## src/hdl/psbie_pkg.sv

```systemverilog
// ----------------------------------------------------------------------------
// psbie_pkg: shared types and constants
// Request and result codes, status word constants and the command and
// status bundles between the controller and the datapath.
// ----------------------------------------------------------------------------
package psbie_pkg;

	localparam int CFG_ADDR_W = 3;

	localparam logic [2:0] REQ_WRITE_STATUS = 3'd0;
	localparam logic [2:0] REQ_READ_STATE   = 3'd1;
	localparam logic [2:0] REQ_WRITE_SP     = 3'd2;
	localparam logic [2:0] REQ_EXC_ENTRY    = 3'd3;
	localparam logic [2:0] REQ_SET_LINE     = 3'd4;
	localparam logic [2:0] REQ_BOUNDARY     = 3'd5;

	localparam logic [1:0] LINE_CLEAR  = 2'd0;
	localparam logic [1:0] LINE_ASSERT = 2'd1;
	localparam logic [1:0] LINE_HOLD   = 2'd2;
	localparam logic [1:0] LINE_PULSE  = 2'd3;

	localparam logic [1:0] KIND_REPORT = 2'd0;
	localparam logic [1:0] KIND_WRITE  = 2'd1;
	localparam logic [1:0] KIND_FETCH  = 2'd2;

	localparam logic [31:0] PSW_RESET   = 32'h1000_0000;
	localparam logic [31:0] IS_MASK     = 32'h1000_0000;
	localparam logic [31:0] EL_MASK     = 32'h0300_0000;
	localparam logic [31:0] ENTRY_CLEAR = 32'h2B07_0000;
	localparam logic [31:0] ENTRY_SET   = 32'h8000_0000;
	localparam logic [31:0] BASE_MASK   = 32'hFFFF_F000;
	localparam logic [8:0]  IRQ_VEC_OFS = 9'h040;
	localparam logic [8:0]  NMI_VECTOR  = 9'd2;

	localparam int IS_BIT   = 28;
	localparam int IE_BIT   = 18;
	localparam int EL_LSB   = 24;
	localparam int N_BANKS  = 5;

	typedef enum logic [1:0] {
		SEL_REPORT,
		SEL_PUSH_PSW,
		SEL_PUSH_PC,
		SEL_FETCH
	} res_sel_t;

	typedef struct packed {
		logic     capture;
		logic     exec;
		logic     emit;
		res_sel_t sel;
	} dp_cmd_t;

	typedef struct packed {
		logic take;
	} dp_status_t;

endpackage

```

## src/hdl/psbie_cfg.sv

```systemverilog
// ----------------------------------------------------------------------------
// psbie_cfg: configuration register file
// Holds the system base register behind a simple APB-style port.
// ----------------------------------------------------------------------------
module psbie_cfg
	import psbie_pkg::*;
(
	input  logic                  clk,
	input  logic                  arst_n,
	input  logic                  psel,
	input  logic                  penable,
	input  logic                  pwrite,
	input  logic [CFG_ADDR_W-1:0] paddr,
	input  logic [31:0]           pwdata,
	output logic [31:0]           prdata,
	output logic                  pready,
	output logic [31:0]           system_base
);

	logic [31:0] base_q;
	logic        hit;

	assign hit         = (paddr[CFG_ADDR_W-1:2] == '0);
	assign pready      = 1'b1;
	assign system_base = base_q;
	assign prdata      = hit ? base_q : 32'd0;

	always_ff @(posedge clk or negedge arst_n) begin
		if (!arst_n) begin
			base_q <= 32'd0;
		end else if (psel && penable && pwrite && hit) begin
			base_q <= pwdata;
		end
	end

endmodule

```

## src/hdl/psbie_ctrl.sv

```systemverilog
// ----------------------------------------------------------------------------
// psbie_ctrl: request sequencer
// Accepts a request, lets the datapath execute it, then issues either one
// status report or the three results of an interrupt entry.
// ----------------------------------------------------------------------------
module psbie_ctrl
	import psbie_pkg::*;
(
	input  logic       clk,
	input  logic       arst_n,
	input  logic       start,
	input  dp_status_t status,
	output logic       busy,
	output dp_cmd_t    cmd
);

	typedef enum logic [2:0] {
		ST_IDLE,
		ST_EXEC,
		ST_REPORT,
		ST_PUSH_PSW,
		ST_PUSH_PC,
		ST_FETCH
	} state_t;

	state_t state_q;

	always_ff @(posedge clk or negedge arst_n) begin
		if (!arst_n) begin
			state_q <= ST_IDLE;
		end else begin
			case (state_q)
				ST_IDLE:     if (start) state_q <= ST_EXEC;
				ST_EXEC:     state_q <= status.take ? ST_PUSH_PSW : ST_REPORT;
				ST_REPORT:   state_q <= ST_IDLE;
				ST_PUSH_PSW: state_q <= ST_PUSH_PC;
				ST_PUSH_PC:  state_q <= ST_FETCH;
				ST_FETCH:    state_q <= ST_IDLE;
				default:     state_q <= ST_IDLE;
			endcase
		end
	end

	assign busy = (state_q != ST_IDLE);

	always_comb begin
		cmd.capture = (state_q == ST_IDLE) && start;
		cmd.exec    = (state_q == ST_EXEC);
		cmd.emit    = 1'b0;
		cmd.sel     = SEL_REPORT;
		case (state_q)
			ST_REPORT: begin
				cmd.emit = 1'b1;
				cmd.sel  = SEL_REPORT;
			end
			ST_PUSH_PSW: begin
				cmd.emit = 1'b1;
				cmd.sel  = SEL_PUSH_PSW;
			end
			ST_PUSH_PC: begin
				cmd.emit = 1'b1;
				cmd.sel  = SEL_PUSH_PC;
			end
			ST_FETCH: begin
				cmd.emit = 1'b1;
				cmd.sel  = SEL_FETCH;
			end
			default: begin
				cmd.emit = 1'b0;
			end
		endcase
	end

`ifndef SYNTHESIS
	a_exec_then_emit: assert property (@(posedge clk) disable iff (!arst_n)
		cmd.exec |=> cmd.emit)
		else $error("execution not followed by a result");
	a_push_order: assert property (@(posedge clk) disable iff (!arst_n)
		(cmd.emit && cmd.sel == SEL_PUSH_PSW) |=> (cmd.emit && cmd.sel == SEL_PUSH_PC))
		else $error("program counter push did not follow status push");
	a_capture_busy: assert property (@(posedge clk) disable iff (!arst_n)
		cmd.capture |=> (busy && !cmd.emit))
		else $error("accepted item not being executed");
`endif

endmodule

```

## src/hdl/psbie_dp.sv

```systemverilog
// ----------------------------------------------------------------------------
// psbie_dp: status word and stack bank datapath
// Holds the status word, the live stack pointer, the five stack banks and
// the interrupt line states, and forms the result fields.
// ----------------------------------------------------------------------------
module psbie_dp
	import psbie_pkg::*;
(
	input  logic        clk,
	input  logic        arst_n,
	input  dp_cmd_t     cmd,
	output dp_status_t  status,
	input  logic [31:0] system_base,
	input  logic [2:0]  req_type,
	input  logic [31:0] value,
	input  logic        to_int_stack,
	input  logic [1:0]  entry_level,
	input  logic        line_is_nmi,
	input  logic [1:0]  line_state,
	input  logic [7:0]  irq_vector,
	input  logic [31:0] current_pc,
	output logic [1:0]  kind,
	output logic [31:0] psw_now,
	output logic [31:0] sp_now,
	output logic [31:0] old_psw,
	output logic [31:0] address,
	output logic [31:0] write_data,
	output logic        last
);

	function automatic logic [2:0] bank_of(input logic [31:0] w);
		logic [2:0] b;
		if (w[IS_BIT]) begin
			b = 3'd0;
		end else begin
			b = 3'd1 + {1'b0, w[EL_LSB+1:EL_LSB]};
		end
		return b;
	endfunction

	// Captured request
	logic [2:0]  req_q;
	logic [31:0] value_q;
	logic        isi_q;
	logic [1:0]  lvl_q;
	logic        nmi_q;
	logic [1:0]  ls_q;
	logic [7:0]  vec_q;
	logic [31:0] pc_q;

	// Architectural state
	logic [31:0] psw_q;
	logic [31:0] sp_q;
	logic [31:0] bank_q [N_BANKS];
	logic [1:0]  mline_q;
	logic        nmi_lvl_q;

	// Step results
	logic [31:0] old_psw_q;
	logic [31:0] push_addr_q;
	logic [31:0] vec_addr_q;

	logic        nmi_req, try_line, take, do_put, sw;
	logic [1:0]  line_in, mline_next;
	logic        nmi_next;
	logic [8:0]  vec_num;
	logic [31:0] put_word, diff, sp_mid, sp_fin, psw_mid, psw_fin;
	logic [2:0]  old_bank, new_bank;

	always_comb begin
		nmi_req  = (req_q == REQ_SET_LINE) && nmi_q;
		try_line = ((req_q == REQ_SET_LINE) && !nmi_q) || (req_q == REQ_BOUNDARY);
		line_in  = ((req_q == REQ_SET_LINE) && !nmi_q) ? ls_q : mline_q;

		if (nmi_req) begin
			take = (ls_q == LINE_ASSERT) ? !nmi_lvl_q : (ls_q != LINE_CLEAR);
		end else begin
			take = try_line && (line_in != LINE_CLEAR) && psw_q[IE_BIT];
		end

		mline_next = mline_q;
		if (try_line) begin
			if (line_in == LINE_CLEAR) begin
				mline_next = LINE_CLEAR;
			end else if (psw_q[IE_BIT]) begin
				mline_next = (line_in == LINE_ASSERT) ? LINE_ASSERT : LINE_CLEAR;
			end else begin
				mline_next = (line_in == LINE_PULSE) ? LINE_CLEAR : line_in;
			end
		end

		nmi_next = nmi_req ? (ls_q == LINE_ASSERT) : nmi_lvl_q;
		vec_num  = nmi_req ? NMI_VECTOR : ({1'b0, vec_q} + IRQ_VEC_OFS);

		do_put = (req_q == REQ_WRITE_STATUS) || (req_q == REQ_EXC_ENTRY) || take;
		if (req_q == REQ_WRITE_STATUS) begin
			put_word = value_q;
		end else if (req_q == REQ_EXC_ENTRY) begin
			put_word = (psw_q & ~ENTRY_CLEAR) | ENTRY_SET
				| ({30'd0, lvl_q} << EL_LSB) | ({31'd0, isi_q} << IS_BIT);
		end else begin
			put_word = psw_q | IS_MASK;
		end

		diff     = put_word ^ psw_q;
		sw       = do_put && (((diff & IS_MASK) != '0) ||
			(!psw_q[IS_BIT] && ((diff & EL_MASK) != '0)));
		old_bank = bank_of(psw_q);
		new_bank = bank_of(put_word);
		sp_mid   = sw ? bank_q[new_bank] : sp_q;

		if (req_q == REQ_WRITE_SP) begin
			sp_fin = value_q;
		end else if (take) begin
			sp_fin = sp_mid - 32'd8;
		end else begin
			sp_fin = sp_mid;
		end

		psw_mid = do_put ? put_word : psw_q;
		psw_fin = take ? ((psw_mid & ~ENTRY_CLEAR) | ENTRY_SET) : psw_mid;
	end

	assign status.take = take;

	always_ff @(posedge clk) begin
		if (cmd.capture) begin
			req_q   <= req_type;
			value_q <= value;
			isi_q   <= to_int_stack;
			lvl_q   <= entry_level;
			nmi_q   <= line_is_nmi;
			ls_q    <= line_state;
			vec_q   <= irq_vector;
			pc_q    <= current_pc;
		end
		if (cmd.exec) begin
			old_psw_q   <= psw_q;
			push_addr_q <= sp_mid - 32'd4;
			vec_addr_q  <= (system_base & BASE_MASK) | {21'd0, vec_num, 2'b00};
		end
	end

	always_ff @(posedge clk or negedge arst_n) begin
		if (!arst_n) begin
			psw_q     <= PSW_RESET;
			sp_q      <= 32'd0;
			mline_q   <= LINE_CLEAR;
			nmi_lvl_q <= 1'b0;
			for (int i = 0; i < N_BANKS; i++) begin
				bank_q[i] <= 32'd0;
			end
		end else if (cmd.exec) begin
			psw_q     <= psw_fin;
			sp_q      <= sp_fin;
			mline_q   <= mline_next;
			nmi_lvl_q <= nmi_next;
			if (sw) begin
				bank_q[old_bank] <= sp_q;
			end
		end
	end

	assign psw_now = psw_q;
	assign sp_now  = sp_q;
	assign old_psw = old_psw_q;

	always_comb begin
		case (cmd.sel)
			SEL_PUSH_PSW: begin
				kind       = KIND_WRITE;
				address    = push_addr_q;
				write_data = old_psw_q;
				last       = 1'b0;
			end
			SEL_PUSH_PC: begin
				kind       = KIND_WRITE;
				address    = sp_q;
				write_data = pc_q;
				last       = 1'b0;
			end
			SEL_FETCH: begin
				kind       = KIND_FETCH;
				address    = vec_addr_q;
				write_data = 32'd0;
				last       = 1'b1;
			end
			default: begin
				kind       = KIND_REPORT;
				address    = 32'd0;
				write_data = 32'd0;
				last       = 1'b1;
			end
		endcase
	end

`ifndef SYNTHESIS
	a_push_spacing: assert property (@(posedge clk) disable iff (!arst_n)
		(cmd.emit && cmd.sel == SEL_PUSH_PSW) |-> (push_addr_q - 32'd4 == sp_q))
		else $error("push addresses are not one word apart");
	a_fetch_word: assert property (@(posedge clk) disable iff (!arst_n)
		(cmd.emit && cmd.sel == SEL_FETCH) |-> (psw_q[31] && psw_q[IS_BIT] && !psw_q[IE_BIT]))
		else $error("status word not in interrupt state at vector fetch");
`endif

endmodule

```

## src/hdl/psw_stack_bank_interrupt_entry.sv

```systemverilog
// ----------------------------------------------------------------------------
// psw_stack_bank_interrupt_entry: status word, banked stacks, interrupt entry
// Top level joining the configuration port, controller and datapath.
// ----------------------------------------------------------------------------
// Usage:
// A request is accepted on a rising edge with start high and busy low. The
// block then executes it and issues its results, each shown for exactly one
// cycle with strobe high; last marks the final result of the item.
// Ordinary requests give one status report: busy through the execute state
// and the report state. A taken interrupt gives a status push, a program
// counter push and a vector fetch, one after another, each in its own state.
// The single execute state updates the status word, the live stack pointer
// and at most one stack bank; one item is in flight at a time.
// The receiver cannot stall, so results never wait.
// The system base register is to be written by the user through the APB port
// only while idle; the block itself does not enforce this.
// Reset sets the architectural state: the status word selects the interrupt
// stack, the stack pointer, banks, lines and base register read zero.
// ----------------------------------------------------------------------------
module psw_stack_bank_interrupt_entry
	import psbie_pkg::*;
(
	input  logic                  clk,
	input  logic                  arst_n,
	input  logic                  psel,
	input  logic                  penable,
	input  logic                  pwrite,
	input  logic [CFG_ADDR_W-1:0] paddr,
	input  logic [31:0]           pwdata,
	output logic [31:0]           prdata,
	output logic                  pready,
	input  logic                  start,
	output logic                  busy,
	input  logic [2:0]            req_type,
	input  logic [31:0]           value,
	input  logic                  to_int_stack,
	input  logic [1:0]            entry_level,
	input  logic                  line_is_nmi,
	input  logic [1:0]            line_state,
	input  logic [7:0]            irq_vector,
	input  logic [31:0]           current_pc,
	output logic                  strobe,
	output logic [1:0]            kind,
	output logic [31:0]           psw_now,
	output logic [31:0]           sp_now,
	output logic [31:0]           old_psw,
	output logic [31:0]           address,
	output logic [31:0]           write_data,
	output logic                  last
);

	logic [31:0] system_base;
	dp_cmd_t     cmd;
	dp_status_t  status;

	psbie_cfg u_cfg (
		.clk         (clk),
		.arst_n      (arst_n),
		.psel        (psel),
		.penable     (penable),
		.pwrite      (pwrite),
		.paddr       (paddr),
		.pwdata      (pwdata),
		.prdata      (prdata),
		.pready      (pready),
		.system_base (system_base)
	);

	psbie_ctrl u_ctrl (
		.clk    (clk),
		.arst_n (arst_n),
		.start  (start),
		.status (status),
		.busy   (busy),
		.cmd    (cmd)
	);

	psbie_dp u_dp (
		.clk          (clk),
		.arst_n       (arst_n),
		.cmd          (cmd),
		.status       (status),
		.system_base  (system_base),
		.req_type     (req_type),
		.value        (value),
		.to_int_stack (to_int_stack),
		.entry_level  (entry_level),
		.line_is_nmi  (line_is_nmi),
		.line_state   (line_state),
		.irq_vector   (irq_vector),
		.current_pc   (current_pc),
		.kind         (kind),
		.psw_now      (psw_now),
		.sp_now       (sp_now),
		.old_psw      (old_psw),
		.address      (address),
		.write_data   (write_data),
		.last         (last)
	);

	assign strobe = cmd.emit;

endmodule

```

## config.mk

```make
export PLATFORM = sky130hd
export DESIGN_NAME = psw_stack_bank_interrupt_entry
export DESIGN_NICKNAME = d
export VERILOG_FILES = /design/src/hdl/psbie_pkg.sv /design/src/hdl/psbie_cfg.sv /design/src/hdl/psbie_ctrl.sv /design/src/hdl/psbie_dp.sv /design/src/hdl/psw_stack_bank_interrupt_entry.sv
export SDC_FILE = /design/constraint.sdc
export NUM_CORES = 1
export LEC_CHECK = 0
export BUFFER_PORTS_ARGS = -buffer_cell sky130_fd_sc_hd__buf_2
export CORE_MARGIN = 2
export CORE_UTILIZATION = 50
export CTS_BUF_LIST = sky130_fd_sc_hd__clkbuf_4 sky130_fd_sc_hd__clkbuf_8
export DETAILED_ROUTE_END_ITERATION = 8
export GPL_TIMING_DRIVEN = 0
export PLACE_DENSITY = 0.72
export SYNTH_ARGS = -nofsm -noshare
export SYNTH_HDL_FRONTEND = slang
export SYNTH_SLANG_ARGS = --single-unit
```

## constraint.sdc

```tcl
create_clock -name clk -period 6.5 [get_ports clk]
set_clock_uncertainty 0.1 [all_clocks]
set_input_delay 0 -clock clk [delete_from_list [all_inputs] [get_ports clk]]
set_output_delay 0 -clock clk [all_outputs]
set_load 0.03 [all_outputs]
```

# After elaboration in Yosys (flattened, before gate mapping)
# Cells that the tools add are included.
dict set report classes {
  n_addsub 5
  magnitude_cmp 3
  eq_ne 16
  muxes 33
  n_bitwise 7
  n_reduce_logical 32
}
# op count
set op_table {}
lappend op_table {{32-bit 2-to-1 mux} 11}
lappend op_table {{160-bit bitwise mux} 1}
lappend op_table {{32-bit binary-select mux with 3-bit select} 1}
lappend op_table {{32-bit demux with 3-bit select} 1}
lappend op_table {{32-bit case mux with 3 select lines} 1}
lappend op_table {{32-bit case mux with 2 select lines} 1}
lappend op_table {{32-bit by 11-bit OR with 32-bit output} 1}
lappend op_table {{32-bit by 26-bit OR with 32-bit output} 1}
lappend op_table {{32-bit by 29-bit OR with 32-bit output} 1}
lappend op_table {{32-bit nonzero test} 1}
lappend op_table {{32-bit by 3-bit subtractor with 32-bit output (second input constant)} 1}
lappend op_table {{32-bit by 4-bit subtractor with 32-bit output (second input constant)} 1}
lappend op_table {{29-bit XOR} 1}
lappend op_table {{3-bit by 2-bit equality test with 1-bit output (second input constant)} 4}
lappend op_table {{3-bit equality test (second input constant)} 4}
lappend op_table {{3-bit case mux with 4 select lines} 1}
lappend op_table {{1-bit logical AND} 11}
lappend op_table {{8-bit by 7-bit adder with 9-bit output (second input constant)} 1}
lappend op_table {{3-bit 2-to-1 mux} 3}
lappend op_table {{9-bit 2-to-1 mux} 1}
lappend op_table {{4-bit >= comparator (second input constant)} 2}
lappend op_table {{2-bit 2-to-1 mux} 4}
lappend op_table {{3-bit NOT with 4-bit output} 2}
lappend op_table {{2-bit AND reduction} 4}
lappend op_table {{other kinds (18)} 36}
dict set report word_totals {
  reg_bits 439
  inputBits 122
  output_inout_bits 198
}

# Depth between registers and ports, before layout
dict set report logic_depth {
  word_depth 14
  depth_mapped 18
  depth_no_buf 14
}

# By module
# Synthesis repeated with hierarchy kept, for this count alone.
dict set report unflattened {
  cells_unflattened 1657
  hier_area_um2 20473.4
}
# module instances cells_per_inst area_each_um2 seq_area_each_um2
set by_module_without_submodules {}
lappend by_module_without_submodules {psbie_dp 1 1533 18738.0 10906.7}
lappend by_module_without_submodules {psbie_cfg 1 105 1554.0 800.8}
lappend by_module_without_submodules {psbie_ctrl 1 19 181.4 75.1}

# Worst setup path before layout
# Ideal clock, no wire load.
dict set report synth_timing {
  path_kind {reg-to-reg}
  start {reg u_ctrl.state_q[1]}
  end {reg u_dp.isi_q, enable pin}
  setup_ps 521
  arrival_ps 4399
  t_required_ps 5879
  slack_ps 1479
  stages_incl_launch_ff 3
  period_less_slack_ps 5021
  cell_sequence {dfrtp_1 or3_1 nor2_1}
}
# item line_no
set synth_lines {}
lappend synth_lines {{start: declaration} psbie_ctrl.sv:26} ;# state_t state_q;
lappend synth_lines {{start signal: assignment} psbie_ctrl.sv:34} ;# ST_EXEC: state_q <= status.take ? ST_PUSH_PSW : ST_REPORT;
lappend synth_lines {{end signal: assignment} psbie_dp.sv:130} ;# isi_q <= to_int_stack;
lappend synth_lines {{end: declaration} psbie_dp.sv:44} ;# logic isi_q;

# Final worst setup path
dict set report layout_timing {
  start {reg u_dp.psw_q[28], in the netlist u_dp.psw_now[28]}
  end {reg u_dp.sp_q[23], in the netlist u_dp.sp_now[23]}
}
dict set report layout_via {
  elab_chain_len 13
}
# item line_no
set layout_lines {}
lappend layout_lines {{start: declaration} psbie_dp.sv:52} ;# logic [31:0] psw_q;
lappend layout_lines {{start signal: assignment} psbie_dp.sv:154} ;# psw_q <= psw_fin;
lappend layout_lines {{32-bit by 26-bit OR with 32-bit output} psbie_dp.sv:100} ;# | ({30'd0, lvl_q} << EL_LSB) | ({31'd0, isi_q} << IS_BIT);
lappend layout_lines {{32-bit by 29-bit OR with 32-bit output} psbie_dp.sv:100}
lappend layout_lines {{32-bit 2-to-1 mux} psbie_dp.sv:98} ;# end else if (req_q == REQ_EXC_ENTRY) begin
lappend layout_lines {{32-bit 2-to-1 mux} psbie_dp.sv:96} ;# if (req_q == REQ_WRITE_STATUS) begin
lappend layout_lines {{3-bit 2-to-1 mux} psbie_dp.sv:33} ;# if (w[IS_BIT]) begin
lappend layout_lines {{3-bit NOT with 4-bit output (not written as such)} psbie_dp.sv:110} ;# sp_mid = sw ? bank_q[new_bank] : sp_q;
lappend layout_lines {{32-bit binary-select mux with 3-bit select} psbie_dp.sv:110}
lappend layout_lines {{32-bit 2-to-1 mux (not written as such) (2 in series)} psbie_dp.sv:110}
lappend layout_lines {{32-bit 2-to-1 mux *} psbie_dp.sv:110}
lappend layout_lines {{32-bit by 4-bit subtractor with 32-bit output} psbie_dp.sv:115} ;# sp_fin = sp_mid - 32'd8;
lappend layout_lines {{32-bit 2-to-1 mux *} psbie_dp.sv:114} ;# end else if (take) begin
lappend layout_lines {{32-bit 2-to-1 mux *} psbie_dp.sv:112} ;# if (req_q == REQ_WRITE_SP) begin
lappend layout_lines {{end signal: assignment} psbie_dp.sv:155} ;# sp_q <= sp_fin;
lappend layout_lines {{end: declaration} psbie_dp.sv:53} ;# logic [31:0] sp_q;
# Every way passes the cells marked *; elsewhere a longest branch is shown, timed or not. The select of a mux whose other input is x is not followed.
# A chain may end at the register's enable or synchronous reset.

==> out/qor.csv <==
metric;value;unit
outcome;finished clean;
avgSynthCellArea;12.8;um^2
synth_area;0.0202;mm^2
cts.reportedPaths.clkPinSlew;0.06;ns
hold_viol;0;
holdPathStages;3;
crit_fanout;10;
peakVddDrop;232;uV
antenna_found_initial;2;
relSlewSlack;30.7;%
reg2regPathDepth;14;
place_area;0.0226;mm^2
rows;73;
synthCells;1580;
hp-start;pwdata[24];
cts.sinks;436;
synth_top_family_by_area;multiplexers;
critical_path_required;6.94;ns
ys_ff_latch;436;
switching_power;5.14;mW
clock_latency;0.66;ns
pre_cts_ws;1.62;ns
r2r-end;u_dp.sp_now[23];
viasPerCell;6.09;
vias;16965;
grt_pass1_vias;17080;
yosys_warnings;0;
synthSimpleGateAreaFrac;10.7;%
fin_ws;1.43;ns
cellLeakagePower;11.5;nW
min_path_type;in -> reg;
root_buffer;clkbuf_8;
hold_ws;0.0356;ns
syn_to_final_growth;30.8;%
ios;320;
finalSetupTns;0;ns
async_reset_ff_share;60.1;%
grt_pass1_wl;105000;um
synth-compound-area-share;11.7;%
drive_gt1_share;33.7;%
initial_utilization;50.8;%
die_w;205;um
cts_setup_buffers;0;
dieArea;0.0420;mm^2
first_iter_violations;1927;
grt-ovfl-total;0;
power.density;460;mW/mm^2
synth_flop_cell;dfrtp_1;
worstSetupEndpointType;register;
timing.rr.start;u_dp.psw_now[28];
cts_inserted_buffers;73;
reg2reg_setup_slack;1.43;ns
wire_per_inst;25.6;um
seq_power_share;39.0;%
hold_path_end;u_cfg.system_base[24];
synth-xor-area-share;2.56;%
fin_crit_sh;77.9;%
n_fill_cell;2834;
p_clk_share;21.8;%
maxSlewViolCount;0;
ys_types;106;
synth_fa_ha_area_share;0.496;%
finalSetupViolCount;0;
cts_buffer_depth;3;
nNetsFinal;2330;
yosys-mux-area-fraction;13.3;%
die_y;205;um
synth.yosys.seq_area_share;58.4;%
hpwlAfterDp;46300;um
drc_errors;0;
critPathLaunchType;register;
grt_usage;33.7;%
drv_cap;0;
clock.fmax;0.197;GHz
synth-edff-count;174;
crit_arrival;5.51;ns
stdcell_area;0.0264;mm^2
fin_util;66.4;%
p_int;6.99;mW
rsz0062_at_grt;false;
tightest_slew;1.03;ns
switching_share;42.4;%
core-area;0.0397;mm^2
syn-num-nets;1710;
grt_start_max_net_pins;107;
wirelength;71400;um
cts_tree;built;
io_buffers;316;
dr.pass1.iters;6;
comb_power_share;39.2;%
worstSetupPathType;reg -> reg;
antenna_left;0;
finalCriticalPeriod;5.07;ns
gp_congestion;0.951;
cts_max_level;3;
-- power groups by stage --
stage          combinational, mW  clock, mW  sequential [mW]
5_1_grt                     5.00       2.78             4.79
3_5_place_dp                4.49          0             4.72
4_1_cts                     4.62       2.64             4.67
3_3_place_gp                4.37          0             4.75
2_1_floorplan               2.60          0             4.92
6_report                    4.76       2.64             4.73
-- stage by stage --
stage	std cells	total power, mW
2_1_floorplan	1580	7.52
5_1_grt	2785	12.6
4_1_cts	2783	11.9
3_3_place_gp	2421	9.11
6_report	2785	12.1
3_5_place_dp	2426	9.21
-- final cells by class --
type,count,area (um^2),area share [%]
flip-flops and latches,436,11800,44.7
multi-input cells,1025,7810,29.6
repair buffers,545,3970,15.0
clock buffers,121,1470,5.55
well taps,525,657,2.49
plain buffers,100,515,1.95
clock inverters,13,106,0.403
inverters,19,71.3,0.270
diodes,1,2.50,0.00949
-- layer usage --
metal  wire length (um)  GRT usage (%)  vias to the layer above
met5                  0              0                        -
met4               3510           16.6                        0
met3               6790           7.59                      232
met2              33900           54.3                     1040
met1              27300           43.1                     8559
li1                   -              -                     7134
-- sequential cells by signal, summed over array words and instances (netlist names) --
signal,count
u_dp.pc_q,32
u_dp.psw_now,32
u_dp.vec_q,8
u_dp.ls_q,2
u_dp.value_q,32
u_dp.vec_addr_q,29
u_cfg.system_base,32
u_dp.nmi_lvl_q,1
u_ctrl.state_q,3
u_dp.push_addr_q,32
u_dp.mline_q,2
u_dp.req_q,3
u_dp.bank_q,160
u_dp.nmi_q,1
u_dp.isi_q,1
u_dp.sp_now,32
u_dp.lvl_q,2
u_dp.old_psw,32
-- cell usage after synthesis (28+ instances only) --
library cell  count  share of area (%)
mux2_2          208                 12
nand3_1          35               0.87
nand2_1          85                1.6
a22oi_1          51                1.9
a21oi_1          38               0.94
edfxtp_1        174                 26
clkbuf_1         50               0.93
xor2_1           29                1.3
dfrtp_1         261                 32
a222oi_1         29                1.4
o21ai_0          55                1.4
xnor2_1          28                1.2
nor2b_1          44                1.4
nor2_1          130                2.4
-- cell families after synthesis --
kind of cell / Yosys count
compound gates: 311
xor+xnor: 58
fa+ha+maj: 8
buf+inv: 119
flops: 436
mux: 238
other cells: 1
simple gates: 409
-- repair_timing --
item	4_1_cts	5_1_grt
setup endpoints to repair	0	0
hold buffers	223	0
endpoints found under the hold margin	353	0
gates resized for setup	0	0
-- worst max path at each step --
stage,from,end
2_1_floorplan,u_ctrl.state_q[1],u_dp.isi_q
3_3_place_gp,u_ctrl.state_q[1],u_dp.value_q[30]
3_5_place_dp,u_dp.req_q[1],u_dp.sp_now[23]
4_1_cts,u_dp.req_q[1],u_dp.sp_now[23]
5_1_grt,u_dp.psw_now[28],u_dp.sp_now[23]
6_report,u_dp.psw_now[28],u_dp.sp_now[23]
-- cells in the final DEF (no fill, tap or decap), types with 29 or more instances in the layout --
cell and n:
buf_2 338, dfrtp_1 261, dlygate4sd3_1 222, mux2_2 208, edfxtp_1 174, nor2_1 129
clkbuf_8 89, nand2_1 85, o21ai_0 55, a22oi_1 51, clkbuf_1 49, nor2b_1 44
a21oi_1 38, nand3_1 35, clkbuf_4 33, xor2_1 29, a222oi_1 29
-- worst max-delay path, cell delays in order (launching register included) --
cell       delay, ns
dfstp_2         0.66
nand4bb_1       0.21
a21o_1          0.33
buf_2           0.33
clkbuf_1        0.64
o211ai_1        0.32
a22oi_1         0.52
ha_1            0.30
nand2_1         0.12
or2_0           0.24
buf_2           0.18
nor4_4          0.42
nand3_1         0.18
mux2i_1         0.15
a221o_1         0.25
Power figures use the tool's default switching activity.
